[config.mk]
export PLATFORM = sky130hd
export DESIGN_NAME = qrs_sqrt_cell
export DESIGN_NICKNAME = d
export VERILOG_FILES = /design/src/design/qrs_pkg.sv /design/src/design/qrs_sqrt_cell.sv
export SDC_FILE = /design/constraint.sdc
export NUM_CORES = 1
export LEC_CHECK = 0
export BUFFER_PORTS_ARGS = -buffer_cell sky130_fd_sc_hd__buf_2
export CELL_PAD_IN_SITES_DETAIL_PLACEMENT = 2
export CELL_PAD_IN_SITES_GLOBAL_PLACEMENT = 2
export CORE_UTILIZATION = 25
export DETAILED_ROUTE_END_ITERATION = 7
export PLACE_DENSITY = 0.78
export RECOVER_POWER = 100
export SYNTH_ARGS = -nofsm -noshare
export SYNTH_HDL_FRONTEND = slang
export SYNTH_SLANG_ARGS = --single-unit
[constraint.sdc]
create_clock -name clk -period 3 [get_ports clk]
set_input_delay 0.15 -clock clk [delete_from_list [all_inputs] [get_ports clk]]
set_output_delay 0.15 -clock clk [all_outputs]
set_load 0.03 [all_outputs]
[src/design/qrs_pkg.sv]
// shared widths, types and helpers for the quadratic root solver
`timescale 1ns / 1ps
package qrs_pkg;

  localparam int COEF_BITS     = 16;
  localparam int FRAC_BITS     = 16;
  localparam int OUT_BITS      = 40;
  localparam int PROD_BITS     = 2 * COEF_BITS;
  localparam int RAD_MAG_BITS  = 2 * COEF_BITS + 1;
  localparam int D_BITS        = RAD_MAG_BITS + 1;
  localparam int ROOT_BITS     = COEF_BITS + FRAC_BITS + 1;
  localparam int RAD_BITS      = 2 * ROOT_BITS;
  localparam int REM_BITS      = ROOT_BITS + 2;
  localparam int NUM_BITS      = COEF_BITS + FRAC_BITS + 2;
  localparam int SNUM_BITS     = NUM_BITS + 1;
  localparam int DEN_BITS      = COEF_BITS + 1;
  localparam int EXT_BITS      = (SNUM_BITS > OUT_BITS) ? SNUM_BITS : OUT_BITS;
  localparam int LATENCY       = ROOT_BITS + NUM_BITS + 4;

  typedef enum logic [1:0] {
    KIND_COMPLEX = 2'd0,
    KIND_TWO     = 2'd1,
    KIND_DOUBLE  = 2'd2,
    KIND_AZERO   = 2'd3
  } kind_t;

  typedef struct packed {
    logic                        valid;
    kind_t                       kind;
    logic signed [COEF_BITS-1:0] a;
    logic signed [COEF_BITS-1:0] b;
  } sq_tag_t;

  typedef struct packed {
    logic [RAD_BITS-1:0]  rad;
    logic [REM_BITS-1:0]  rem;
    logic [ROOT_BITS-1:0] root;
  } sq_t;

  typedef struct packed {
    logic  valid;
    kind_t kind;
  } dv_tag_t;

  typedef struct packed {
    logic [NUM_BITS-1:0] num_p;
    logic [NUM_BITS-1:0] num_m;
    logic [DEN_BITS-1:0] rem_p;
    logic [DEN_BITS-1:0] rem_m;
    logic [DEN_BITS-1:0] den;
    logic                neg_p;
    logic                neg_m;
  } dv_t;

  // clamp to the signed output range
  function automatic logic [OUT_BITS-1:0] sat_out(input logic signed [SNUM_BITS-1:0] v);
    logic signed [EXT_BITS-1:0] x;
    logic signed [EXT_BITS-1:0] hi;
    logic signed [EXT_BITS-1:0] lo;
    x  = EXT_BITS'(v);
    hi = $signed({{(EXT_BITS - OUT_BITS + 1){1'b0}}, {(OUT_BITS - 1){1'b1}}});
    lo = $signed({{(EXT_BITS - OUT_BITS + 1){1'b1}}, {(OUT_BITS - 1){1'b0}}});
    if (x > hi) begin
      x = hi;
    end else if (x < lo) begin
      x = lo;
    end
    return x[OUT_BITS-1:0];
  endfunction

endpackage

[src/design/qrs_sqrt_cell.sv]
// one root bit of the pipelined digit-by-digit square root
`timescale 1ns / 1ps
module qrs_sqrt_cell (
  input  logic             clk,
  input  logic             rst,
  input  qrs_pkg::sq_t     sq_i,
  input  qrs_pkg::sq_tag_t tag_i,
  output qrs_pkg::sq_t     sq_o,
  output qrs_pkg::sq_tag_t tag_o
);
  import qrs_pkg::*;

  logic [1:0]          pair;
  logic [REM_BITS-1:0] rem_sh;
  logic [REM_BITS-1:0] trial;
  logic                ge;

  assign pair   = sq_i.rad[RAD_BITS-1 -: 2];
  assign rem_sh = {sq_i.rem[REM_BITS-3:0], pair};
  assign trial  = {sq_i.root, 2'b01};
  assign ge     = (rem_sh >= trial);

  always_ff @(posedge clk) begin
    sq_o.rad   <= sq_i.rad << 2;
    sq_o.rem   <= ge ? (rem_sh - trial) : rem_sh;
    sq_o.root  <= {sq_i.root[ROOT_BITS-2:0], ge};
    tag_o.kind <= tag_i.kind;
    tag_o.a    <= tag_i.a;
    tag_o.b    <= tag_i.b;
  end

  always_ff @(posedge clk) begin
    if (rst) begin
      tag_o.valid <= 1'b0;
    end else begin
      tag_o.valid <= tag_i.valid;
    end
  end

endmodule

# Word level (Yosys, flattened, before mapping)
# Index checks and enable logic that the tools add are counted.
# totals
reg_bits,167
word_cells,10
inputBits,171
# classes
add_sub_neg,1
mux,1
n_lt_le_gt_ge,1
# op_table
operator,n
35-bit greater-or-equal comparator,1
35-bit two-way mux,1
35-bit subtractor,1

# Logic depth before layout (Yosys ltp)
# logic_depth
word_depth,2
depth_mapped,13

# Worst setup path before layout
# OpenSTA, ideal clock, no wires.
# synth_timing
kind,input-to-reg
start,in sq_i[0] (netlist bit)
end,reg sq_o[58] (netlist bit)
arrival_ps,2078
path_buffers,0
required_time_ps,2877
setup_ps,123
stages,10
slack_ps,799
path_cell_list,inv_1 ha_1 o211ai_1 o21ai_2 o2111ai_1 a21oi_1 or4b_4 a31oi_2 xor2_1 o21ai_0
# synth_via
elab_chain_len,2
word_cells_on_any_way,3
classes_between,1 x add/sub; 1 x order compare; 1 x mux
# synth_lines
element,line_no,rtl
start: declaration,qrs_sqrt_cell.sv:6,"input qrs_pkg::sq_t sq_i,"
35-bit subtractor or 35-bit greater-or-equal comparator (tied branches),"qrs_sqrt_cell.sv:25, qrs_sqrt_cell.sv:21",
35-bit two-way mux (*),qrs_sqrt_cell.sv:25,sq_o.rem <= ge ? (rem_sh - trial) : rem_sh;
end: declaration,qrs_sqrt_cell.sv:8,"output qrs_pkg::sq_t sq_o,"
# Mark *: on every way between the ends. The rest lies on a longest branch, timed or not.
# A chain may end at the register's enable or synchronous reset.

# Worst setup path after layout
# layout_timing
start,in sq_i[12] (netlist bit)
end,reg sq_o[44] (netlist bit)
# layout_via
elab_chain_len,2
# layout_lines
element,line_no,rtl
35-bit greater-or-equal comparator,qrs_sqrt_cell.sv:21,assign ge = (rem_sh >= trial);
35-bit two-way mux,qrs_sqrt_cell.sv:25,
# Every way passes these cells.

==> flow_metrics.env <==
export IMPL_whs_path_depth=3
export IMPL_grt_use_met3=0.0650
export IMPL_rows=55
export IMPL_syn_avg_cell_area_um2=10.5
export IMPL_yosysSeqAreaShare=0.565
export IMPL_min_to="sq_o[34]$_DFF_P_"
export IMPL_hp_start="sq_i[133]"
export IMPL_grt_overflow=0
export IMPL_ys_ff_latch=167
export IMPL_tightest_slew_ns=0.558
export IMPL_yosys_warnings=0
export IMPL_startpoint_type="input port"
export IMPL_fillCellCount=2373
export IMPL_start_util=0.258
export IMPL_grt_max_degree=26
export IMPL_critPathArrivalTime_ns=3.46
export IMPL_synthArstFlopShare=0
export IMPL_grt_total_usage=0.279
export IMPL_via_count=6777
export IMPL_synth_area_leaders="dfxtp_1 (57%), ha_1 (7.4%), a21oi_1 (4.4%), inv_1 (2.8%), xnor2_1 (2.4%)"
export IMPL_required_ns=3.31
export IMPL_grt_antenna_before_repair=7
export IMPL_p_leak_nw=4.98
export IMPL_area_delta_synth_final_pct=74.9
export IMPL_wirelength_um=38400
export IMPL_outcome="finished, violations left"
export IMPL_ctsRootBufferMaster="clkbuf_16"
export IMPL_via_per_inst=4.80
export IMPL_drtAntennaViolNets=0
export IMPL_cts_sinks=167
export IMPL_syn_inst=563
export IMPL_critPathSlowestCell="dlygate4sd3_1"
export IMPL_ctsHtreeMaxLevel=4
export IMPL_drv_slew=0
export IMPL_met1_usage=0.300
export IMPL_drive_gt1_frac=0.390
export IMPL_io_buffers=335
export IMPL_core_area_um2=22900
export IMPL_detail_route_wl_per_cell_um=27.2
export IMPL_cp_cell_sequence="dlygate4sd3_1 > buf_2 > inv_1 > ha_1 > nand4_1 > inv_1 > a21oi_1 > o211ai_2 > a21oi_2 > o31a_2 > inv_2 > buf_12 > nor2_1 > a21oi_1"
export IMPL_path_class="in -> reg"
export IMPL_fin_area_um2=10300
export IMPL_finalCriticalPeriod_ns=3.16
export IMPL_fin_crit_sh=1.05
export IMPL_timing_fmax_mhz=317
export IMPL_setup_ws_ns=-0.158
export IMPL_cts_tree="yes"
export IMPL_synth_edff_count=0
export IMPL_path_clk_slew_ns=0.08
export IMPL_hold_viol=0
export IMPL_cp_max_fo=25
export IMPL_synth_top_area_share=0.565
export IMPL_drcViolationCount=0
export IMPL_cts_buffers=17
export IMPL_ys_flop_type="dfxtp_1"
export IMPL_dieHeight_um=156
export IMPL_ir_drop_mv=0.460
export IMPL_fp_dieW_um=156
export IMPL_cap_viol_max_count=0
export IMPL_dieArea_um2=24300
export IMPL_io_pins=340
export IMPL_min_path_type="in -> reg"
export IMPL_p_total_w=0.00664
export IMPL_place_congestion=0.753
export IMPL_critPathCaptureType="register"
export IMPL_max_stage_delay_ns=0.53
export IMPL_hold_slack_ns=0.0624
export IMPL_slew_limit_headroom=0.625
export IMPL_cts_buffer_depth=2
export IMPL_place_area_um2=7950
export IMPL_grt_busiest_layer="met2"
export IMPL_grt_pass1_wl_um=50100
export IMPL_syn_area_um2=5920
export IMPL_grt_pass1_vias=7489
export IMPL_met2_usage=0.504
export IMPL_setup_viol=14
export IMPL_synth_cell_type_count=63
export IMPL_dp_hpwl_um=19100
export IMPL_failed_checks="negative setup slack"
export IMPL_drtPass1Iterations=4
export IMPL_power_per_cell_area_nw_per_um2=642
export IMPL_synth_largest_area_cell="dfxtp_1"
export IMPL_drt_first_iter_violations=462
export IMPL_nets=1285
## cells in the mapped netlist (all sizes together) (4+ instances only)
master,number
a21oi,54
xnor2,16
o21ai,27
nand2b,4
nand4,9
o211ai,5
ha,35
o21a,7
and3,4
xor2,11
dfxtp,167
nor3,10
a31oi,5
o31ai,4
clkbuf,4
a21o,16
inv,44
and2,4
o21bai,6
nand3,10
a21boi,5
buf,12
nand2,36
nor2,33
## worst max path at each step
stage | from | end | slack [ns] | cells past startpoint
detailed placement | sq_i[12] | sq_o[36]$_DFF_P_ | 0.19 | 13
global route | sq_i[8] | sq_o[44]$_DFF_P_ | -0.24 | 14
finish | sq_i[12] | sq_o[44]$_DFF_P_ | -0.16 | 14
floorplan | sq_i[0] | sq_o[58]$_DFF_P_ | 0.80 | 10
global placement | sq_i[0] | sq_o[48]$_DFF_P_ | 0.28 | 13
CTS | sq_i[12] | sq_o[39]$_DFF_P_ | 0.05 | 14
## sequential cells by signal (all words and copies together) (netlist names)
signal and cells:
sq_o 132, tag_o 35
## what timing repair did
item | in CTS | in global routing
resized for setup | 0 | 31
hold buffers | 161 | 0
endpoints found under the hold margin | 160 | 0
setup buffers | 0 | 6
setup endpoints to repair | 0 | 36
## worst max-delay path: cells and delay by family
family | cells | cell delay, ns
buffers and inverters | 6 | 1.21
AOI/OAI and AO/OA | 5 | 1.23
adders and majority gates | 1 | 0.50
and+or+nand+nor | 2 | 0.37
## final cells by class
cell class              instances  area (um^2)  share of cell area
repair buffers                512         3420               0.331
flip-flops and latches        167         3340               0.323
multi-input cells             337         2380               0.230
clock buffers                  17          425              0.0411
well taps                     313          392              0.0379
clock inverters                15          199              0.0192
inverters                      44          165              0.0160
diodes                          6         15.0             0.00145
## metrics by stage
step | TNS (ns) | util | worst slack, ns | cells
4_1_cts | 0 | 0.444 | 0.0527 | 1399
2_1_floorplan | 0 | - | 0.799 | 564
5_1_grt | -2.05 | 0.451 | -0.237 | 1411
6_report | -0.970 | 0.451 | -0.158 | 1411
3_3_place_gp | 0 | 0.347 | 0.275 | 1206
3_5_place_dp | 0 | 0.347 | 0.187 | 1206
## per-layer routing
| layer | vias up | part of all wire | wire length, um |
|---|---|---|---|
| li1 | 2977 | - | - |
| met1 | 3346 | 0.37 | 14200 |
| met2 | 340 | 0.51 | 19600 |
| met3 | 110 | 0.064 | 2450 |
| met4 | 4 | 0.057 | 2210 |
| met5 | - | 0.00068 | 26 |
## cell families (layout without fill, tap and decap cells)
| kind of cell | count (synthesis) | after routing | share of synthesized area |
|---|---|---|---|
| muxes | 1 | 1 | 0.00190 |
| DFF | 167 | 167 | 0.565 |
| buffers and inverters | 60 | 588 | 0.0478 |
| xor gates and xnor gates | 27 | 27 | 0.0400 |
| AOI/OAI and AO/OA | 147 | 147 | 0.166 |
| and+or+nand+nor | 125 | 125 | 0.105 |
| adders and majority gates | 35 | 35 | 0.0740 |
| other | 1 | 8 | 0.000634 |
## cell usage in the layout, fill, tap and decap left out, types with 3 or more instances in the layout
| master | n |
|---|---|
| a21oi_2 | 10 |
| inv_8 | 5 |
| o21ai_0 | 20 |
| nand2_1 | 35 |
| ha_1 | 28 |
| nor2_1 | 33 |
| o31ai_1 | 3 |
| and3_1 | 4 |
| diode_2 | 6 |
| xor2_1 | 11 |
| nor3_1 | 8 |
| inv_1 | 43 |
| o21ai_1 | 4 |
| buf_2 | 333 |
| clkinv_8 | 4 |
| ha_2 | 7 |
| nor4_1 | 3 |
| a31oi_1 | 4 |
| o21bai_1 | 6 |
| a21boi_0 | 3 |
| o21a_1 | 7 |
| nand2b_1 | 4 |
| xnor2_1 | 16 |
| nand4_1 | 9 |
| o211ai_1 | 4 |
| a21o_1 | 16 |
| dfxtp_1 | 167 |
| buf_4 | 14 |
| o21ai_2 | 3 |
| clkbuf_16 | 17 |
| a21oi_1 | 43 |
| nand3_1 | 10 |
| dlygate4sd3_1 | 161 |
## power breakdown
part           switching (W)  internal, W
Clock                0.00120      0.00122
Combinational        0.00111     0.000615
Sequential         0.0000899      0.00240
No activity file was read; power rests on OpenSTA's default activity.
