File: config.mk
export PLATFORM = sky130hd
export DESIGN_NAME = qrs_div_cell
export DESIGN_NICKNAME = d
export VERILOG_FILES = /design/src/design/qrs_pkg.sv /design/src/design/qrs_div_cell.sv
export SDC_FILE = /design/constraint.sdc
export NUM_CORES = 1
export LEC_CHECK = 0
export CAP_MARGIN = 15
export CORE_MARGIN = 2
export CORE_UTILIZATION = 25
export CTS_CLUSTER_SIZE = 10
export DETAILED_ROUTE_END_ITERATION = 10
export DONT_BUFFER_PORTS = 1
export GPL_ROUTABILITY_DRIVEN = 0
export RECOVER_POWER = 100
export SYNTH_ARGS = -nofsm -noshare
export SYNTH_HDL_FRONTEND = slang
export SYNTH_SLANG_ARGS = --single-unit
File: constraint.sdc
create_clock -name clk -period 3.45 [get_ports clk]
set_input_delay 0 -clock clk [delete_from_list [all_inputs] [get_ports clk]]
set_output_delay 0 -clock clk [all_outputs]
set_load 0.02 [all_outputs]
File: src/design/qrs_pkg.sv
// shared widths, types and helpers for the quadratic root solver
`timescale 1ns / 1ps
package qrs_pkg;

  localparam int COEF_BITS     = 16;
  localparam int FRAC_BITS     = 16;
  localparam int OUT_BITS      = 40;
  localparam int PROD_BITS     = 2 * COEF_BITS;
  localparam int RAD_MAG_BITS  = 2 * COEF_BITS + 1;
  localparam int D_BITS        = RAD_MAG_BITS + 1;
  localparam int ROOT_BITS     = COEF_BITS + FRAC_BITS + 1;
  localparam int RAD_BITS      = 2 * ROOT_BITS;
  localparam int REM_BITS      = ROOT_BITS + 2;
  localparam int NUM_BITS      = COEF_BITS + FRAC_BITS + 2;
  localparam int SNUM_BITS     = NUM_BITS + 1;
  localparam int DEN_BITS      = COEF_BITS + 1;
  localparam int EXT_BITS      = (SNUM_BITS > OUT_BITS) ? SNUM_BITS : OUT_BITS;
  localparam int LATENCY       = ROOT_BITS + NUM_BITS + 4;

  typedef enum logic [1:0] {
    KIND_COMPLEX = 2'd0,
    KIND_TWO     = 2'd1,
    KIND_DOUBLE  = 2'd2,
    KIND_AZERO   = 2'd3
  } kind_t;

  typedef struct packed {
    logic                        valid;
    kind_t                       kind;
    logic signed [COEF_BITS-1:0] a;
    logic signed [COEF_BITS-1:0] b;
  } sq_tag_t;

  typedef struct packed {
    logic [RAD_BITS-1:0]  rad;
    logic [REM_BITS-1:0]  rem;
    logic [ROOT_BITS-1:0] root;
  } sq_t;

  typedef struct packed {
    logic  valid;
    kind_t kind;
  } dv_tag_t;

  typedef struct packed {
    logic [NUM_BITS-1:0] num_p;
    logic [NUM_BITS-1:0] num_m;
    logic [DEN_BITS-1:0] rem_p;
    logic [DEN_BITS-1:0] rem_m;
    logic [DEN_BITS-1:0] den;
    logic                neg_p;
    logic                neg_m;
  } dv_t;

  // clamp to the signed output range
  function automatic logic [OUT_BITS-1:0] sat_out(input logic signed [SNUM_BITS-1:0] v);
    logic signed [EXT_BITS-1:0] x;
    logic signed [EXT_BITS-1:0] hi;
    logic signed [EXT_BITS-1:0] lo;
    x  = EXT_BITS'(v);
    hi = $signed({{(EXT_BITS - OUT_BITS + 1){1'b0}}, {(OUT_BITS - 1){1'b1}}});
    lo = $signed({{(EXT_BITS - OUT_BITS + 1){1'b1}}, {(OUT_BITS - 1){1'b0}}});
    if (x > hi) begin
      x = hi;
    end else if (x < lo) begin
      x = lo;
    end
    return x[OUT_BITS-1:0];
  endfunction

endpackage

File: src/design/qrs_div_cell.sv
// one quotient bit of both restoring dividers
`timescale 1ns / 1ps
module qrs_div_cell (
  input  logic             clk,
  input  logic             rst,
  input  qrs_pkg::dv_t     dv_i,
  input  qrs_pkg::dv_tag_t tag_i,
  output qrs_pkg::dv_t     dv_o,
  output qrs_pkg::dv_tag_t tag_o
);
  import qrs_pkg::*;

  logic [DEN_BITS-1:0] sh_p;
  logic [DEN_BITS-1:0] sh_m;
  logic                ge_p;
  logic                ge_m;

  assign sh_p = {dv_i.rem_p[DEN_BITS-2:0], dv_i.num_p[NUM_BITS-1]};
  assign sh_m = {dv_i.rem_m[DEN_BITS-2:0], dv_i.num_m[NUM_BITS-1]};
  assign ge_p = (sh_p >= dv_i.den);
  assign ge_m = (sh_m >= dv_i.den);

  always_ff @(posedge clk) begin
    // dividend shifts out the top while quotient bits enter at the bottom
    dv_o.num_p <= {dv_i.num_p[NUM_BITS-2:0], ge_p};
    dv_o.num_m <= {dv_i.num_m[NUM_BITS-2:0], ge_m};
    dv_o.rem_p <= ge_p ? (sh_p - dv_i.den) : sh_p;
    dv_o.rem_m <= ge_m ? (sh_m - dv_i.den) : sh_m;
    dv_o.den   <= dv_i.den;
    dv_o.neg_p <= dv_i.neg_p;
    dv_o.neg_m <= dv_i.neg_m;
    tag_o.kind <= tag_i.kind;
  end

  always_ff @(posedge clk) begin
    if (rst) begin
      tag_o.valid <= 1'b0;
    end else begin
      tag_o.valid <= tag_i.valid;
    end
  end

endmodule

**Word-level counts from Yosys, hierarchy flattened**

Cells that the tools add are included.

- Bits in registers: 124
- Output and inout port bits: 124
- Logic and storage cells: 15

- Add/sub/neg operators: 2
- $lt $le $gt $ge: 2
- Mux-type cells: 2

Operators with widths:

| kind | count |
|---|---|
| $ge 17x17->1 | 2 |
| $mux 17 | 2 |
| $sub 17x17->17 | 2 |

**Longest topological paths before layout**

Gate-level depths: netlist of the first run.

- Depth after elaboration: 2
- Gate-level depth with buffers: 11

**Worst setup path before layout of the first run**

Ideal clock, no wire load.

- Path kind: in2reg
- Start: input port dv_i[3] (netlist bit)
- End: register dv_o[28] (netlist bit)
- Library setup time: 0.121 ns
- Data arrival time: 1.916 ns
- Data required time: 3.329 ns
- Setup slack: 1.414 ns
- Stages on the path: 10
- Cell sequence: inv_1 -> ha_1 -> nor2b_1 -> o211ai_1 -> a311o_1 -> a31oi_1 -> nor2b_1 -> o21ai_4 -> buf_6 -> mux2_2

- Cells in the longest elaborated chain, start to end: 2
- Elaborated cells between the ends (all ways): 3

Ends and longest elaborated chain:

| what | RTL line | source |
|---|---|---|
| start, declared | qrs_div_cell.sv:6 | `input qrs_pkg::dv_t dv_i,` |
| $ge 17x17->1 | qrs_div_cell.sv:21 | `assign ge_m = (sh_m >= dv_i.den);` |
| named net ge_m | qrs_div_cell.sv:16 | `logic ge_m;` |
| $mux 17 | qrs_div_cell.sv:28 | `dv_o.rem_m <= ge_m ? (sh_m - dv_i.den) : sh_m;` |
| end, declared | qrs_div_cell.sv:8 | `output qrs_pkg::dv_t dv_o,` |

The timed path passes the listed nets, and every way through them passes these cells.
A chain may end at the register's enable or synchronous reset.

**Worst setup path after layout of the first run**

- Start: input port dv_i[2] (netlist bit)
- End: register dv_o[43] (netlist bit)

- Cells in the longest elaborated chain, start to end: 2
- Elaborated cells between the ends (all ways): 3

Ends and longest elaborated chain:

| what | RTL line | source |
|---|---|---|
| $sub 17x17->17 / $ge 17x17->1 (equally long branches) | qrs_div_cell.sv:27, qrs_div_cell.sv:20 |  |
| $mux 17 (*) | qrs_div_cell.sv:27 | `dv_o.rem_p <= ge_p ? (sh_p - dv_i.den) : sh_p;` |

Mark *: on every way between the ends. The rest lies on a longest branch, timed or not.

==> flow_summary.ini, run 1 <==
[worst_setup_path]
critPathMaxStageDelay_ns = 0.62
startpoint_type = input port
cp.required_ns = 3.75
worst_path_most_repeated_cell = o21ai_0
path_class = input port to flop
end_kind = flop
arrival_ns = 2.96
cp_cell_sequence = dlygate4sd3_1 -> ha_1 -> inv_1 -> a21oi_1 -> o21ai_0 -> a31oi_1 -> nor2_1 -> o21ai_0 -> inv_2 -> mux2_2
cp_slowest_cell = dlygate4sd3_1
path_max_fanout = 17

[synth]
yosysTopAreaCell = dfxtp_1
syn-num-nets = 563
syn-cell-area_um2 = 4620
synth_top_area_share = 0.538
yosysMostFrequentCell = dfxtp_1
synth_seq_cells = 124
synth-edff-count = 0
synth_cells = 401
yosys_warnings = 0
synth_area_leaders = dfxtp_1, ha_1, mux2_2
ys.flop_type = dfxtp_1
avgSynthCellArea_um2 = 11.5
ys_top_cells_by_count = dfxtp_1, ha_1, a21oi_1
synth_seq_area_share = 0.538
post_synth_num_cell_types = 50
synthArstFlopShare = 0

[pwr]
ir_drop_mv = 0.501
totalPowerFinal_mw = 4.22
power.leakage_nw = 2.81
power_density_nw_per_um2 = 632

[floorplan]
core_um2 = 18000
die_area_um2 = 19600
dieHeight_um = 140
die_w_um = 140
num_rows = 49
pin_count = 250
start_util = 0.256

[drt]
routed_wirelength_um = 16200
antenna_left = 0
vias_per_cell = 4.53
vias = 3521
wl_per_cell_um = 20.9
firstDrtPassIters = 5
drc = 0
drt_iter0_markers = 119

[final_layout]
multiInputGateArea_um2 = 1970
layout-drive-gt1-share = 0.109
fillerInstances = 1743
num_antenna_cells = 0
nets = 697
final_cell_area_um2 = 6670
area_growth_pct = 44.4
seq_area_um2 = 2480

[clock_tree]
cts_tree = done
clockBufferDepth = 2
clk_pin_slew_ns = 0.06
htree_levels = 4
cts_sinks = 124
numCtsBuffers = 17
cts-root-buf = clkbuf_16
ctsResizeCount = 0

[min_path]
min_path_type = input port to flop
hold_path_depth = 3
hold_end = dv_o[38]
min_from = dv_i[37]

[place]
place_ws_ns = 1.04
portBuffers = 0
placed_area_um2 = 4860
place.detailed.hpwl_um = 11600

[timing]
finalHoldViolCount = 0
period_needed_ns = 2.66
rsz0062_at_grt = no
finalCritPeriodShare = 0.772
fmax_mhz = 376
maxSlewHeadroom = 0.549
setup_viol = 0
drv_slew = 0
finalSetupTns_ns = 0
setup_slack_ns = 0.788
tightest_slew_ns = 0.669

[global_routing]
grt_max_degree = 19
gr-total-overflow = 0
antenna_found_initial = 0
grt_pass1_vias = 3734
grt_pass1_wl_um = 23400
grt_usage = 0.163

[run_status]
status = completed

[job]
drv_cap = 0
## registers in the layout (all words and copies together) (netlist names)
signal  count
dv_o      121
tag_o       3
## area by class of cell
type | count | share of cell area
Clock inverter | 14 | 0.0278
Inverter | 23 | 0.0129
Multi-Input combinational cell | 246 | 0.295
Timing Repair Buffer | 123 | 0.185
Tap cell | 229 | 0.0430
Clock buffer | 18 | 0.0644
Sequential cell | 124 | 0.372
## metal layers
metal / global-route usage / vias to the layer above / share of wire
met5: 0 / - / 0
met4: 0.0732 / 0 / 0.024
met3: 0.0544 / 20 / 0.073
met2: 0.287 / 188 / 0.51
met1: 0.178 / 1618 / 0.40
li1: - / 1695 / -
## cells in the final DEF (no fill, tap or decap), types with 3 or more instances in the layout
master / netlist / routed
dfxtp_1: 124 / 124
dlygate4sd3_1: 0 / 123
ha_1: 34 / 34
a21oi_1: 23 / 23
inv_1: 22 / 22
mux2_2: 22 / 22
xnor2_1: 18 / 18
clkbuf_16: 0 / 17
nor2_1: 15 / 15
nand2_1: 14 / 14
o21ai_0: 10 / 12
nand3_1: 11 / 11
xor2_1: 10 / 10
a21o_1: 8 / 8
mux2_1: 0 / 8
nor2b_1: 7 / 7
a31oi_1: 7 / 7
o21a_1: 6 / 6
nand4_1: 5 / 5
mux2i_1: 5 / 5
nor3_1: 4 / 4
o211ai_1: 3 / 3
inv_6: 0 / 3
clkinv_4: 0 / 3
bufinv_16: 0 / 3
## where the power goes
group	leakage, nW	switching, mW	internal, mW
clock network	0.295	0.710	1.15
registers	1.05	0.235	1.56
logic	1.47	0.259	0.293
## worst max-delay path, delay by kind of cell
family | cells | cell delay, ns
adders and majority gates | 1 | 0.26
and+or+nand+nor | 1 | 0.13
AOI/OAI and AO/OA | 4 | 1.09
muxes | 1 | 0.39
buffers and inverters | 3 | 1.07
## cell families (layout without fill, tap and decap cells)
family / Yosys count / after routing / synth area share
AOI/OAI and AO/OA: 79 / 79 / 0.114
xor gates and xnor gates: 28 / 28 / 0.0531
adders and majority gates: 36 / 36 / 0.101
buffers and inverters: 31 / 178 / 0.0293
DFF: 124 / 124 / 0.538
muxes: 35 / 35 / 0.0905
and+or+nand+nor: 68 / 68 / 0.0745
## how the worst max path moves through the flow
stage / endpoint / slack, ns / start / depth (start not counted)
finish: dv_o[43] / 0.79 / dv_i[2] / 10
global route: dv_o[41] / 0.61 / dv_i[2] / 10
CTS: dv_o[22] / 0.96 / dv_i[2] / 9
detailed placement: dv_o[43] / 1.04 / dv_i[5] / 9
global placement: dv_o[34] / 1.07 / dv_i[3] / 9
floorplan: dv_o[28] / 1.41 / dv_i[3] / 10
## stage by stage
step	instances	util	hold WS (ns)
3_5_place_dp	622	0.269	0.0277
6_report	777	0.370	0.0399
4_1_cts	777	0.372	0.0197
5_1_grt	777	0.370	0.0336
3_3_place_gp	622	0.269	0.0278
2_1_floorplan	401	-	0.0277
## repair_timing
item | in CTS | in global routing
buffers inserted | 0 | 0
endpoints found under the hold margin | 122 | 0
hold buffers | 123 | 0
setup endpoints to repair | 0 | 0
Power figures use the tool's default switching activity.
==> run 2, diff against run 1 <==
==> constraint.sdc (replaced) <==
create_clock -name clk -period 2.6 [get_ports clk]
set_input_delay 0 -clock clk [delete_from_list [all_inputs] [get_ports clk]]
set_output_delay 0 -clock clk [all_outputs]
set_load 0.02 [all_outputs]
==> run 2 against run 1 <==
Flip-flop and latch count unchanged. First-iteration DRC count increased by 30%. Largest power group unchanged. Non-clock buffer count increased by 3. Sequential power increased by 33%.
==> flow_summary.ini, run 2 (synthesized netlist as in run 1, its figures left out) <==
[drt]
drc = 0
firstDrtPassIters = 4
vias = 3563
drt_iter0_markers = 155
vias_per_cell = 4.57
routed_wirelength_um = 16100
antenna_left = 0
wl_per_cell_um = 20.7

[floorplan]
pin_count = 250
num_rows = 49
dieHeight_um = 140
die_w_um = 140
die_area_um2 = 19600
start_util = 0.256
core_um2 = 18000

[timing]
finalCritPeriodShare = 0.914
rsz0062_at_grt = no
finalSetupTns_ns = 0
timing.hold.ws_ns = 0.0368
fmax_mhz = 421
period_needed_ns = 2.38
finalHoldViolCount = 0
drv_slew = 0
setup_viol = 0
maxSlewHeadroom = 0.669
tightest_slew_ns = 0.497

[pwr]
power_density_nw_per_um2 = 841
power.leakage_nw = 2.83
totalPowerFinal_mw = 5.63
ir_drop_mv = 0.647

[worst_setup_path]
crit_family = adder cells
cp.required_ns = 2.89
crit_buf_inv = 1
arrival_ns = 2.66
path_max_fanout = 4
cp_slowest_cell = dlygate4sd3_1
cp_cell_sequence = dlygate4sd3_1 -> ha_1 -> fa_1 -> nor2b_1 -> o31a_1 -> a21oi_2 -> nor4b_1 -> nor3_1 -> xnor2_1 -> mux2_1
end_kind = flop
critPathMaxStageDelay_ns = 0.61
path_class = input port to flop
startpoint_type = input port

[final_layout]
layout-drive-gt1-share = 0.114
nets = 700
num_antenna_cells = 0
final_cell_area_um2 = 6700
largest_reg_flops = 121
reg_top3 = dv_o x121, tag_o x3
area_growth_pct = 45.0
final_cell_mix = dfxtp_1, dlygate4sd3_1, ha_1, a21oi_1
final_util = 0.372
largest-register = dv_o
mostFrequentLayoutCell = dfxtp_1

[run_status]
status = completed

[global_routing]
grt_max_degree = 18
grt_pass1_vias = 3782
grt_usage = 0.162
gr-total-overflow = 0
antenna_found_initial = 0
grt_pass1_wl_um = 23400

[place]
place.detailed.hpwl_um = 11500
portBuffers = 0
placed_area_um2 = 4880

[min_path]
min_path_type = input port to flop

[clock_tree]
htree_levels = 4
cts_tree = done
ctsResizeCount = 0
clk_pin_slew_ns = 0.06
numCtsBuffers = 17
cts_setup_buffers = 0
clockBufferDepth = 2
cts-root-buf = clkbuf_16
cts_sinks = 124
postCtsHoldBufs = 123

[job]
drv_cap = 0
==> run 2: cell count changes in the layout (fill, tap and decap cells not counted) <==
cell	previous run	this run
buf_4	0	3
inv_8	2	1
clkinv_2	1	0
clkbuf_8	0	1
clkinv_4	3	0
inv_6	3	7
==> run 2: path summary, 6_finish.rpt <==
path,startpoint,to,slack [ns],depth (start not counted)
max,dv_i[2],dv_o[50],0.22,10
min,dv_i[37],dv_o[38],0.04,3
==> run 2: cell type report <==
class / count / area, um^2
fillers: 1775 / 11300
clock buffers: 19 / 443
flip-flops and latches: 124 / 2480
repair buffers: 126 / 1250
inverters: 23 / 86.3
clock inverters: 13 / 178
well taps: 229 / 287
multi-input cells: 246 / 1970
==> run 2: layer usage <==
layer,part of all wire,global-route usage
met1,0.38,0.168
met2,0.50,0.286
met3,0.085,0.0636
met4,0.032,0.0795
met5,0,0
==> run 2: stage by stage <==
stage,cells,setup WS (ns)
final,780,0.224
after global routing,780,0.161
after CTS,780,0.295
after detailed placement,625,0.339
after global placement,625,0.355
after floorplan,401,0.564
==> run 2: power breakdown <==
part	internal (mW)	total, mW	switching, mW	leakage, nW
clock	1.56	2.50	0.942	0.298
sequential	2.08	2.39	0.314	1.05
combinational	0.396	0.738	0.342	1.48
==> run 3, diff against run 2 <==
--- a/config.mk
+++ b/config.mk
@@ -6,12 +6,15 @@
 export NUM_CORES = 1
 export LEC_CHECK = 0
 export CAP_MARGIN = 15
+export CELL_PAD_IN_SITES_DETAIL_PLACEMENT = 1
+export CELL_PAD_IN_SITES_GLOBAL_PLACEMENT = 2
 export CORE_MARGIN = 2
 export CORE_UTILIZATION = 25
 export CTS_CLUSTER_SIZE = 10
 export DETAILED_ROUTE_END_ITERATION = 10
 export DONT_BUFFER_PORTS = 1
 export GPL_ROUTABILITY_DRIVEN = 0
+export PLACE_DENSITY_LB_ADDON = 0.1
 export RECOVER_POWER = 100
 export SYNTH_ARGS = -nofsm -noshare
 export SYNTH_HDL_FRONTEND = slang
==> run 3 against run 2 <==
Critical path depth did not move. Count of clock-buffer cells in the layout fell by 1. Global-route usage fell by 1.1 points. Flip-flop and latch count did not move. Cell count rose by 0.13%. Maximum frequency rose by 0.56%. Largest power group unchanged. Via count fell by 1.2%. Worst setup slack improved by 0.013 ns. Core utilization rose by 0.30 points. Clock power rose by 4%.
==> flow_summary.ini, run 3 (synthesized netlist as in run 1, its figures left out) <==
[worst_setup_path]
arrival_ns = 2.68
startpoint_type = input port
cp.required_ns = 2.92
end_kind = flop
path_max_fanout = 4
path_class = input port to flop

[clock_tree]
cts_setup_buffers = 0
numCtsBuffers = 17
clockBufferDepth = 2
ctsResizeCount = 0
cts_tree = done
htree_levels = 4
cts-root-buf = clkbuf_16
cts_sinks = 124
postCtsHoldBufs = 123
clk_pin_slew_ns = 0.06

[final_layout]
num_antenna_cells = 0
layout-drive-gt1-share = 0.121
fillerInstances = 1945
reg_top3 = dv_o x121, tag_o x3
largest_reg_flops = 121
largest-register = dv_o
area_growth_pct = 46.2
final_cell_mix = dfxtp_1, dlygate4sd3_1, ha_1, a21oi_1
final_util = 0.374
nets = 701
mostFrequentLayoutCell = dfxtp_1

[floorplan]
num_rows = 49
core_um2 = 18000
start_util = 0.256
die_area_um2 = 19600
pin_count = 250
die_w_um = 140
dieHeight_um = 140

[timing]
setup_viol = 0
finalSetupTns_ns = 0
drv_slew = 0
period_needed_ns = 2.36
timing.hold.ws_ns = 0.0394
finalCritPeriodShare = 0.909
fmax_mhz = 423
finalHoldViolCount = 0
maxSlewHeadroom = 0.630
tightest_slew_ns = 0.555
rsz0062_at_grt = no

[global_routing]
gr-total-overflow = 0
grt_max_degree = 18
grt_usage = 0.151
antenna_found_initial = 0
grt_pass1_vias = 3904
grt_pass1_wl_um = 22200

[pwr]
totalPowerFinal_mw = 5.73
ir_drop_mv = 0.516
power.leakage_nw = 2.86
power_density_nw_per_um2 = 850

[drt]
vias = 3520
wl_per_cell_um = 19.2
routed_wirelength_um = 15000
firstDrtPassIters = 4
antenna_left = 0
drc = 0
vias_per_cell = 4.51
drt_iter0_markers = 55

[job]
drv_cap = 0

[place]
place.detailed.hpwl_um = 10500
portBuffers = 0

[min_path]
min_path_type = input port to flop

[run_status]
status = completed
==> run 3: cell count changes in the layout (fill, tap and decap cells not counted), sizes merged <==
cell	previous run	this run
buf	3	4
clkinvlp	2	1
bufinv	3	4
clkbuf	19	18
clkinv	0	3
inv	31	29
==> run 3: final timing paths <==
path | startpoint | to | slack [ns] | depth (start not counted)
max | dv_i[2] | dv_o[52] | 0.24 | 10
min | dv_i[34] | dv_o[33] | 0.04 | 4
==> run 3: per-stage QoR <==
step | setup WS, ns | std cells | instance area, um^2
global placement | 0.261 | 626 | 4900
floorplan | 0.564 | 401 | 4620
finish | 0.237 | 781 | 6750
detailed placement | 0.232 | 626 | 4900
global route | 0.0708 | 781 | 6750
CTS | 0.183 | 781 | 6780
==> run 3: final cells by class <==
| type | count | area, um^2 | share of cell area |
|---|---|---|---|
| sequential | 124 | 2480 | 0.368 |
| tap | 229 | 287 | 0.0424 |
| multi-input combinational | 246 | 1970 | 0.292 |
| clock buffer | 18 | 439 | 0.0651 |
| timing repair buffer | 127 | 1270 | 0.189 |
| inverter | 23 | 86.3 | 0.0128 |
| clock inverter | 14 | 208 | 0.0308 |
==> run 3: where the power goes <==
part / total (mW) / switching [mW] / internal [mW]
Clock: 2.61 / 0.950 / 1.66
Sequential: 2.37 / 0.294 / 2.08
Combinational: 0.758 / 0.353 / 0.405
==> run 3: metal layers <==
| layer | wire length [um] | vias to the layer above | global-route usage | part of all wire |
|---|---|---|---|---|
| met3 | 940 | 13 | 0.0465 | 0.063 |
| met5 | 0 | - | 0 | 0 |
| li1 | - | 1692 | - | - |
| met4 | 218 | 0 | 0.0526 | 0.015 |
| met2 | 7640 | 144 | 0.272 | 0.51 |
| met1 | 6160 | 1671 | 0.167 | 0.41 |
==> run 3: worst max-delay path: stages <==
cell and delay [ns]:
dlygate4sd3_1 0.60, ha_1 0.25, fa_1 0.42, nor2b_1 0.18
o31a_1 0.23, a21oi_2 0.13, o21bai_1 0.30, a311oi_1 0.16
xnor2_1 0.15, mux2_2 0.26
